## config.mk

```make
export PLATFORM = sky130hd
export DESIGN_NAME = servo_stroke_sweep_sequencer_flat
export DESIGN_NICKNAME = d
export VERILOG_FILES = /design/src/sv/ssq_pkg.sv /design/src/sv/ssq_in_if.sv /design/src/sv/ssq_out_if.sv /design/src/sv/servo_stroke_sweep_sequencer.sv /design/src/sv/ssq_divider.sv /design/src/flat_wrapper.sv
export SDC_FILE = /design/constraint.sdc
export NUM_CORES = 1
export LEC_CHECK = 0
export BUFFER_PORTS_ARGS = -buffer_cell sky130_fd_sc_hd__buf_4
export CAP_MARGIN = 20
export CELL_PAD_IN_SITES_DETAIL_PLACEMENT = 0
export CELL_PAD_IN_SITES_GLOBAL_PLACEMENT = 1
export CORE_MARGIN = 1.5
export CORE_UTILIZATION = 28
export DETAILED_ROUTE_END_ITERATION = 8
export PLACE_DENSITY = 0.49
export REMOVE_ABC_BUFFERS = 1
export SYNTH_ARGS = -nofsm -noshare
export SYNTH_HDL_FRONTEND = slang
export SYNTH_HIERARCHICAL = 1
export SYNTH_SLANG_ARGS = --single-unit
```

## constraint.sdc

```tcl
create_clock -name clk_i -period 11.6 [get_ports clk_i]
set_input_delay 1.16 -clock clk_i [delete_from_list [all_inputs] [get_ports clk_i]]
set_output_delay 1.16 -clock clk_i [all_outputs]
set_load 0.005 [all_outputs]
```

## src/sv/ssq_pkg.sv

```systemverilog
package ssq_pkg;

  // register map
  localparam logic REG_BREATH_RATE  = 1'b0;
  localparam logic REG_STROKE_STEPS = 1'b1;

  localparam int unsigned RATE_W    = 5;
  localparam int unsigned STEPS_W   = 4;
  localparam int unsigned CFG_W     = 5;
  localparam int unsigned POS_W     = 12;
  localparam int unsigned TICK_CNT_W = 13;

  localparam logic [RATE_W-1:0]  RATE_RESET  = 5'd5;
  localparam logic [RATE_W-1:0]  RATE_MIN    = 5'd5;
  localparam logic [RATE_W-1:0]  RATE_MAX    = 5'd30;
  localparam logic [STEPS_W-1:0] STEPS_RESET = 4'd0;

  localparam logic [STEPS_W-1:0]    MAX_STEPS       = 4'd8;
  localparam logic [TICK_CNT_W-1:0] INDICATOR_TICKS = 13'd500;

  // servo positions
  localparam logic [POS_W-1:0] REST_POS = 12'd2000;
  localparam logic [POS_W-1:0] FULL_POS = 12'd4000;
  localparam int unsigned      STEP_POS = 250;

  // dwell = half a minute in ms over rate * steps
  localparam int unsigned DWELL_NUM  = 60000 / 2;
  localparam int unsigned NUM_W      = $clog2(DWELL_NUM + 1);
  localparam int unsigned DEN_W      = RATE_W + STEPS_W;
  localparam int unsigned ITER_CNT_W = $clog2(NUM_W);

  typedef enum logic [1:0] {
    PH_RISE  = 2'd0,
    PH_PULSE = 2'd1,
    PH_FALL  = 2'd2
  } phase_e;

endpackage

```

## src/sv/ssq_in_if.sv

```systemverilog
interface ssq_in_if;
  logic valid;
  logic ready;
  logic ms_tick;

  modport source (output valid, output ms_tick, input ready);
  modport sink (input valid, input ms_tick, output ready);
endinterface

```

## src/sv/ssq_out_if.sv

```systemverilog
interface ssq_out_if;
  logic                      valid;
  logic                      ready;
  logic [ssq_pkg::POS_W-1:0] servo_compare;
  logic                      indicator_on;

  modport source (output valid, output servo_compare, output indicator_on, input ready);
  modport sink (input valid, input servo_compare, input indicator_on, output ready);
endinterface

```

## src/sv/servo_stroke_sweep_sequencer.sv

```systemverilog
// channel  | dir | payload                          | handshake
// in_i     | in  | ms_tick                          | valid / ready
// out_o    | out | servo_compare, indicator_on      | valid / ready
// cfg      | in  | cfg_idx_i, cfg_data_i            | cfg_we_i, always taken
//
// A request without a tick, or one inside a position, is handled in ST_IDLE.
// A tick that starts a rise or fall position runs the bit-serial divider for the
// dwell, with in_i.ready low until it is done, so no new request is taken meanwhile.
// The result is built from the state held before the tick and is registered
// the cycle after acceptance; a two-slot output buffer takes one more request
// while a result is stalled. Reset leaves the servo at rest, rising, index 0.
module servo_stroke_sweep_sequencer (
  input  logic                          clk_i,
  input  logic                          rst_ni,
  ssq_in_if.sink                        in_i,
  ssq_out_if.source                     out_o,
  input  logic                          cfg_we_i,
  input  logic                          cfg_idx_i,
  input  logic [ssq_pkg::CFG_W-1:0]     cfg_data_i
);

  typedef enum logic {
    ST_IDLE,
    ST_DIV
  } state_e;

  typedef struct packed {
    logic [ssq_pkg::POS_W-1:0] pos;
    logic                      ind;
  } result_t;

  state_e                            state_q;
  logic [ssq_pkg::RATE_W-1:0]        rate_q;
  logic [ssq_pkg::STEPS_W-1:0]       steps_q;
  ssq_pkg::phase_e                   phase_q;
  logic [ssq_pkg::STEPS_W-1:0]       idx_q;
  logic [ssq_pkg::TICK_CNT_W-1:0]    elapsed_q;
  logic [ssq_pkg::TICK_CNT_W-1:0]    dwell_q;
  result_t                           main_q, spare_q;
  logic                              main_vld_q, spare_vld_q;

  logic [ssq_pkg::STEPS_W-1:0]       steps_eff;
  logic [ssq_pkg::RATE_W-1:0]        rate_eff;
  logic [ssq_pkg::DEN_W-1:0]         den;
  logic [ssq_pkg::TICK_CNT_W:0]      pos_raw;
  result_t                           res;
  logic                              accept, pop, need_div;
  logic                              div_done;
  logic [ssq_pkg::TICK_CNT_W-1:0]    div_quo;
  logic [ssq_pkg::TICK_CNT_W-1:0]    len, elapsed_inc;
  ssq_pkg::phase_e                   phase_n;
  logic [ssq_pkg::STEPS_W-1:0]       idx_n;
  logic [ssq_pkg::TICK_CNT_W-1:0]    elapsed_n;

  // configuration registers
  always_ff @(posedge clk_i or negedge rst_ni) begin
    if (!rst_ni) begin
      rate_q  <= ssq_pkg::RATE_RESET;
      steps_q <= ssq_pkg::STEPS_RESET;
    end else if (cfg_we_i) begin
      unique case (cfg_idx_i)
        ssq_pkg::REG_BREATH_RATE:  rate_q  <= cfg_data_i[ssq_pkg::RATE_W-1:0];
        ssq_pkg::REG_STROKE_STEPS: steps_q <= cfg_data_i[ssq_pkg::STEPS_W-1:0];
        default: ;
      endcase
    end
  end

  // clamped settings and dwell divisor
  always_comb begin
    steps_eff = (steps_q > ssq_pkg::MAX_STEPS) ? ssq_pkg::MAX_STEPS : steps_q;
    if (rate_q < ssq_pkg::RATE_MIN) begin
      rate_eff = ssq_pkg::RATE_MIN;
    end else if (rate_q > ssq_pkg::RATE_MAX) begin
      rate_eff = ssq_pkg::RATE_MAX;
    end else begin
      rate_eff = rate_q;
    end
    den = ssq_pkg::DEN_W'(rate_eff) * ssq_pkg::DEN_W'(steps_eff);
  end

  // result from the state held before the tick
  always_comb begin
    pos_raw = (ssq_pkg::TICK_CNT_W + 1)'(ssq_pkg::REST_POS)
            + (ssq_pkg::TICK_CNT_W + 1)'(ssq_pkg::STEP_POS) * (ssq_pkg::TICK_CNT_W + 1)'(idx_q);
    if (steps_eff == '0) begin
      res.pos = ssq_pkg::REST_POS;
      res.ind = 1'b0;
    end else if (phase_q == ssq_pkg::PH_PULSE) begin
      res.pos = ssq_pkg::REST_POS;
      res.ind = 1'b1;
    end else begin
      res.pos = (pos_raw > (ssq_pkg::TICK_CNT_W + 1)'(ssq_pkg::FULL_POS))
              ? ssq_pkg::FULL_POS : pos_raw[ssq_pkg::POS_W-1:0];
      res.ind = 1'b0;
    end
  end

  assign in_i.ready          = (state_q == ST_IDLE) && !spare_vld_q;
  assign accept              = in_i.valid && in_i.ready;
  assign pop                 = main_vld_q && out_o.ready;
  assign out_o.valid         = main_vld_q;
  assign out_o.servo_compare = main_q.pos;
  assign out_o.indicator_on  = main_q.ind;

  // a position other than the pulse needs a fresh dwell on its first tick
  assign need_div = accept && in_i.ms_tick && (steps_eff != '0)
                 && (elapsed_q == '0) && (phase_q != ssq_pkg::PH_PULSE);

  ssq_divider u_div (
    .clk_i   (clk_i),
    .rst_ni  (rst_ni),
    .start_i (need_div),
    .den_i   (den),
    .done_o  (div_done),
    .quo_o   (div_quo)
  );

  // dwell length in force for this tick and the sequence step after it
  always_comb begin
    if (state_q == ST_DIV) begin
      len = div_quo;
    end else if (elapsed_q == '0) begin
      len = ssq_pkg::INDICATOR_TICKS;
    end else begin
      len = dwell_q;
    end
    elapsed_inc = elapsed_q + 1'b1;
    phase_n     = phase_q;
    idx_n       = idx_q;
    elapsed_n   = elapsed_inc;
    if (elapsed_inc >= len) begin
      elapsed_n = '0;
      unique case (phase_q)
        ssq_pkg::PH_PULSE: begin
          if (steps_eff > ssq_pkg::STEPS_W'(1)) begin
            phase_n = ssq_pkg::PH_RISE;
            idx_n   = ssq_pkg::STEPS_W'(1);
          end else begin
            phase_n = ssq_pkg::PH_FALL;
            idx_n   = steps_eff;
          end
        end
        ssq_pkg::PH_FALL: begin
          if (idx_q > ssq_pkg::STEPS_W'(1)) begin
            idx_n = idx_q - 1'b1;
          end else begin
            phase_n = ssq_pkg::PH_RISE;
            idx_n   = '0;
          end
        end
        default: begin
          if (idx_q == '0) begin
            phase_n = ssq_pkg::PH_PULSE;
          end else if (({1'b0, idx_q} + 1'b1) < {1'b0, steps_eff}) begin
            idx_n = idx_q + 1'b1;
          end else begin
            phase_n = ssq_pkg::PH_FALL;
            idx_n   = steps_eff;
          end
        end
      endcase
    end
  end

  // sequencer, sweep state and output buffer
  always_ff @(posedge clk_i or negedge rst_ni) begin
    if (!rst_ni) begin
      state_q     <= ST_IDLE;
      phase_q     <= ssq_pkg::PH_RISE;
      idx_q       <= '0;
      elapsed_q   <= '0;
      dwell_q     <= '0;
      main_q      <= '0;
      spare_q     <= '0;
      main_vld_q  <= 1'b0;
      spare_vld_q <= 1'b0;
    end else begin
      unique case (state_q)
        ST_IDLE: begin
          if (accept) begin
            if (steps_eff == '0) begin
              phase_q   <= ssq_pkg::PH_RISE;
              idx_q     <= '0;
              elapsed_q <= '0;
            end else if (need_div) begin
              state_q <= ST_DIV;
            end else if (in_i.ms_tick) begin
              if (elapsed_q == '0) begin
                dwell_q <= ssq_pkg::INDICATOR_TICKS;
              end
              phase_q   <= phase_n;
              idx_q     <= idx_n;
              elapsed_q <= elapsed_n;
            end
          end
        end
        ST_DIV: begin
          if (div_done) begin
            state_q   <= ST_IDLE;
            dwell_q   <= div_quo;
            phase_q   <= phase_n;
            idx_q     <= idx_n;
            elapsed_q <= elapsed_n;
          end
        end
        default: state_q <= ST_IDLE;
      endcase

      // two-slot result buffer
      if (pop) begin
        if (spare_vld_q) begin
          main_q      <= spare_q;
          spare_vld_q <= 1'b0;
        end else if (accept) begin
          main_q <= res;
        end else begin
          main_vld_q <= 1'b0;
        end
      end else if (accept) begin
        if (main_vld_q) begin
          spare_q     <= res;
          spare_vld_q <= 1'b1;
        end else begin
          main_q     <= res;
          main_vld_q <= 1'b1;
        end
      end
    end
  end

endmodule

```

## src/sv/ssq_divider.sv

```systemverilog
module ssq_divider (
  input  logic                           clk_i,
  input  logic                           rst_ni,
  input  logic                           start_i,
  input  logic [ssq_pkg::DEN_W-1:0]      den_i,
  output logic                           done_o,
  output logic [ssq_pkg::TICK_CNT_W-1:0] quo_o
);

  localparam logic [ssq_pkg::ITER_CNT_W-1:0] LastIter =
    ssq_pkg::ITER_CNT_W'(ssq_pkg::NUM_W - 1);

  logic                            busy_q;
  logic [ssq_pkg::ITER_CNT_W-1:0]  cnt_q;
  logic [ssq_pkg::DEN_W-1:0]       den_q;
  logic [ssq_pkg::DEN_W-1:0]       rem_q, rem_d;
  logic [ssq_pkg::NUM_W-1:0]       shr_q, shr_d;
  logic [ssq_pkg::DEN_W:0]         trial;
  logic                            fits;

  // one restoring step: shift in the next dividend bit, subtract if it fits
  always_comb begin
    trial = {rem_q, shr_q[ssq_pkg::NUM_W-1]};
    fits  = trial >= {1'b0, den_q};
    rem_d = fits ? ssq_pkg::DEN_W'(trial - {1'b0, den_q}) : ssq_pkg::DEN_W'(trial);
    shr_d = {shr_q[ssq_pkg::NUM_W-2:0], fits};
  end

  assign done_o = busy_q && (cnt_q == LastIter);
  assign quo_o  = shr_d[ssq_pkg::TICK_CNT_W-1:0];

  // iteration control, dividend bits leave as quotient bits enter
  always_ff @(posedge clk_i or negedge rst_ni) begin
    if (!rst_ni) begin
      busy_q <= 1'b0;
      cnt_q  <= '0;
    end else if (start_i) begin
      busy_q <= 1'b1;
      cnt_q  <= '0;
    end else if (busy_q) begin
      cnt_q <= cnt_q + 1'b1;
      if (cnt_q == LastIter) begin
        busy_q <= 1'b0;
      end
    end
  end

  // datapath
  always_ff @(posedge clk_i) begin
    if (start_i) begin
      den_q <= den_i;
      rem_q <= '0;
      shr_q <= ssq_pkg::NUM_W'(ssq_pkg::DWELL_NUM);
    end else if (busy_q) begin
      rem_q <= rem_d;
      shr_q <= shr_d;
    end
  end

endmodule

```

## src/flat_wrapper.sv

```systemverilog
// flat-port wrapper written by rule: the top's interface ports become plain ports
module servo_stroke_sweep_sequencer_flat 
  (clk_i, rst_ni, cfg_we_i, cfg_idx_i, cfg_data_i, in_i_valid, in_i_ms_tick, in_i_ready, out_o_valid, out_o_servo_compare, out_o_indicator_on, out_o_ready);
  ssq_in_if in_i_i ();
  ssq_out_if out_o_i ();
  input  logic clk_i;
  input  logic rst_ni;
  input  logic cfg_we_i;
  input  logic cfg_idx_i;
  input  logic [ssq_pkg::CFG_W-1:0] cfg_data_i;
  input wire logic [$bits(in_i_i.valid)-1:0] in_i_valid;
  input wire logic [$bits(in_i_i.ms_tick)-1:0] in_i_ms_tick;
  output wire logic [$bits(in_i_i.ready)-1:0] in_i_ready;
  output wire logic [$bits(out_o_i.valid)-1:0] out_o_valid;
  output wire logic [$bits(out_o_i.servo_compare)-1:0] out_o_servo_compare;
  output wire logic [$bits(out_o_i.indicator_on)-1:0] out_o_indicator_on;
  input wire logic [$bits(out_o_i.ready)-1:0] out_o_ready;
  assign in_i_i.valid = in_i_valid;
  assign in_i_i.ms_tick = in_i_ms_tick;
  assign in_i_ready = in_i_i.ready;
  assign out_o_valid = out_o_i.valid;
  assign out_o_servo_compare = out_o_i.servo_compare;
  assign out_o_indicator_on = out_o_i.indicator_on;
  assign out_o_i.ready = out_o_ready;
  servo_stroke_sweep_sequencer u_core (.clk_i(clk_i), .rst_ni(rst_ni), .in_i(in_i_i), .out_o(out_o_i), .cfg_we_i(cfg_we_i), .cfg_idx_i(cfg_idx_i), .cfg_data_i(cfg_data_i));
endmodule
```

==> results.yml <==
finish:
  layout-drive-gt1-share_pct: 9.89
  areaGrowthSynthToFinish_pct: 10.1
  nNetsFinal: 887
  fill_cells: 2678
  n_antenna_cell: 0
  multi_input_area_um2: 4360
  finalNonFillerCells: 1134
  finalInstanceArea_um2: 8090
  register_area_um2: 2580
min_path:
  hold_path_depth: 2
  worst_hold_path_type: "flop to flop"
cts:
  cts_tree: "yes"
  numCtsBuffers: 9
  clk_pin_slew_ns: 0.07
  post-cts-setup-buffer-count: 0
  clock_latency_ns: 0.35
  htreeDepth: 3
  cts.sinks: 106
  clockRootBuffer: "clkbuf_16"
  hold_buffers: 0
  cts_resized: 0
  clk_path_buf_depth: 2
synthesis:
  synth_enable_flop_cells: 9
  synthTopCellsByArea: "dfrtp_1 (24%), ha_1 (11%), dfxtp_1 (6.5%)"
  yosys_warnings: 6
  synth_ff_type: "dfrtp_1"
  ys_ff_latch: 106
  postSynthAreaPerCell_um2: 9.26
  ys_seq_area_share_pct: 35.1
  synth_top_area_share_pct: 24.2
  async_flop_share_pct: 68.9
  yosysTopAreaCell: "dfrtp_1"
  syn_area_um2: 7350
  synth_cell_types: 83
  synth_common_cells: "dfrtp_1 (71), nor2_1 (70), nand2_1 (69), ha_1 (66), inv_1 (52)"
  syn_inst: 794
  synthMostInstantiatedCell: "dfrtp_1"
drt:
  antenna_left: 0
  avgViaCountPerCell: 5.03
  wirelength_um: 18100
  firstDrtPassIters: 5
  wire_per_inst_um: 15.9
  drc: 0
  via_count: 5700
  drt_iter0_markers: 281
worst_setup_path:
  crit_start: "u_core/u_div/shr_q[14]$_SDFFE_PP1P_"
  rr_startpoint: "u_core/u_div/shr_q[14]$_SDFFE_PP1P_"
  cp_cell_sequence: "inv_1 -> ha_1 -> inv_1 -> fa_1 -> a211oi_4 -> nor2_2 -> o311a_4 -> nor2_4 -> inv_2 -> nand2_1 -> o21ai_0 -> ha_1 -> nand4_1 -> nor4_1 -> a211oi_1 -> a21oi_1 -> o2111a_1 -> o31ai_1"
  cp_num_buf_inv: 3
  worstRegToRegCells: 18
  r2r_end: "u_core/idx_q[2]$_DFFE_PN0P_"
  arrival_ns: 4.53
  slowest_stage: "a21oi_1"
  worstPathMaxFanout: 12
  end_kind: "flop"
  required_ns: 11.82
  startpoint_type: "flop"
  crit_path_end: "u_core/idx_q[2]$_DFFE_PN0P_"
  r2r_setup_slack_ns: 7.29
  crit_cells: 18
  cp_top_family: "compound AO/OA/AOI/OAI gates"
  slowest_delay_ns: 0.78
  critPathKind: "flop to flop"
placement:
  dp.cells: 1118
  pre_cts_ws_ns: 7.37
  place_area_um2: 7770
  port_buffers: 25
  post-dp-hpwl_um: 13500
  place.gp.congestion: 0.792
timing:
  tns_ns: 0
  finalCritPeriodShare_pct: 37.2
  rsz0062_at_grt: "false"
  max-slew-margin-rel_pct: 32.0
  finalMaxSlewViolations: 0
  skew_ns: 0.0120
  min_period_ns: 4.31
  clock.fmax_ghz: 0.232
  fin_ws_ns: 7.29
  finalSetupViolCount: 0
  tightest_slew_ns: 1.02
  finalHoldViolCount: 0
global_routing:
  grt_overflow: 0
  grt_max_degree: 74
  antenna_found_initial: 0
  grt_pass1_vias: 5712
  grt.total_usage_pct: 13.9
  grt_pass1_wl_um: 29900
outcome:
  status: "complete, no violations"
floorplan:
  die_h_um: 165
  io_pins: 27
  initial_core_util_pct: 28.4
  die-area_um2: 27200
  die_w_um: 165
  rows: 59
  coreArea_um2: 25900
run:
  maxCapViolCount: 0
power_and_ir_drop:
  power.total_mw: 2.13
  p_leak_nw: 3.67
  worst_ir_drop_vdd_mv: 0.130
  p_per_area_nw_per_um2: 263
[worst min-delay path: stages (launching register included)]
cell,delay [ns]
dfxtp_1,0.33
mux2i_1,0.06
nand2_1,0.06
[sequential cells by signal, indices dropped and copies added (netlist names)]
name and flops:
u_core/u_div/shr_q 15, u_core/dwell_q 13, u_core/elapsed_q 13, u_core/spare_q 12, u_core/out_o.servo_compare 11, u_core/u_div/den_q 9, u_core/u_div/rem_q 9, u_core/rate_q 5
u_core/idx_q 4, u_core/steps_q 4, u_core/u_div/cnt_q 4, u_core/phase_q 2, u_core/out_o.indicator_on 1, u_core/out_o.valid 1, u_core/spare_vld_q 1, u_core/state_q 1
u_core/u_div/busy_q 1
[final cells by class]
class | count | area share [%]
clock inverter | 5 | 0.680
multi-input combinational | 595 | 53.9
timing repair buffer | 29 | 2.94
sequential | 106 | 31.9
clock buffer | 10 | 2.95
inverter | 54 | 2.50
tap | 335 | 5.18
[per-stage QoR]
step / hold slack (ns) / utilization, %
5_1_grt: 0.507 / 31.2
2_1_floorplan: 0.441 / -
3_3_place_gp: 0.459 / 30.0
3_5_place_dp: 0.458 / 30.0
6_report: 0.473 / 31.2
4_1_cts: 0.476 / 31.1
[layout by cell type (no fill, tap or decap), types with 10 or more instances in the layout]
master	instances
dfrtp_1	71
nand2_1	69
nor2_1	69
ha_1	66
inv_1	52
a21oi_1	46
o21ai_0	41
buf_4	28
dfxtp_1	24
nand3_1	22
xnor2_1	19
xor2_1	18
o31ai_1	17
and3_1	16
mux2i_1	16
fa_1	14
a21o_1	11
a22o_1	11
a31oi_1	10
nand2b_1	10
mux2_2	10
[cells by family (layout without fill, tap and decap cells)]
group                      after synthesis  in the layout  synth area share, %
buffers and inverters                   93             98                 5.65
DFF                                    106            106                 35.1
other                                    1              1               0.0510
and+or+nand+nor                        251            251                 16.9
AOI/OAI and AO/OA                      200            200                 19.2
adders and majority gates               80             80                 15.0
muxes                                   26             26                 3.71
xor gates and xnor gates                37             37                 4.41
[how the worst min path moves through the flow]
stage | from | end | slack (ns)
detailed placement | u_core/u_div/shr_q[12]$_SDFFE_PP1P_ | u_core/u_div/shr_q[13]$_SDFFE_PP1P_ | 0.46
global placement | u_core/dwell_q[5]$_DFFE_PN0P_ | u_core/dwell_q[5]$_DFFE_PN0P_ | 0.46
floorplan | u_core/u_div/shr_q[12]$_SDFFE_PP1P_ | u_core/u_div/shr_q[12]$_SDFFE_PP1P_ | 0.44
finish | u_core/u_div/shr_q[12]$_SDFFE_PP1P_ | u_core/u_div/shr_q[12]$_SDFFE_PP1P_ | 0.47
CTS | u_core/u_div/shr_q[12]$_SDFFE_PP1P_ | u_core/u_div/shr_q[12]$_SDFFE_PP1P_ | 0.48
global route | u_core/u_div/shr_q[12]$_SDFFE_PP1P_ | u_core/u_div/shr_q[13]$_SDFFE_PP1P_ | 0.51
[report_power, final]
group          internal [mW]  total (mW)  switching, mW
clock network          0.172       0.315          0.143
registers              0.509       0.633          0.124
logic                  0.483        1.18          0.695
[per-layer routing]
layer  GRT usage (%)  vias up  wire, µm
met5               0        -         0
met4            5.16        0       350
met3            1.77       22       425
met2            23.6       85      8590
met1            18.1     2770      8700
li1                -     2823         -
(Power assumes the default switching activity.)
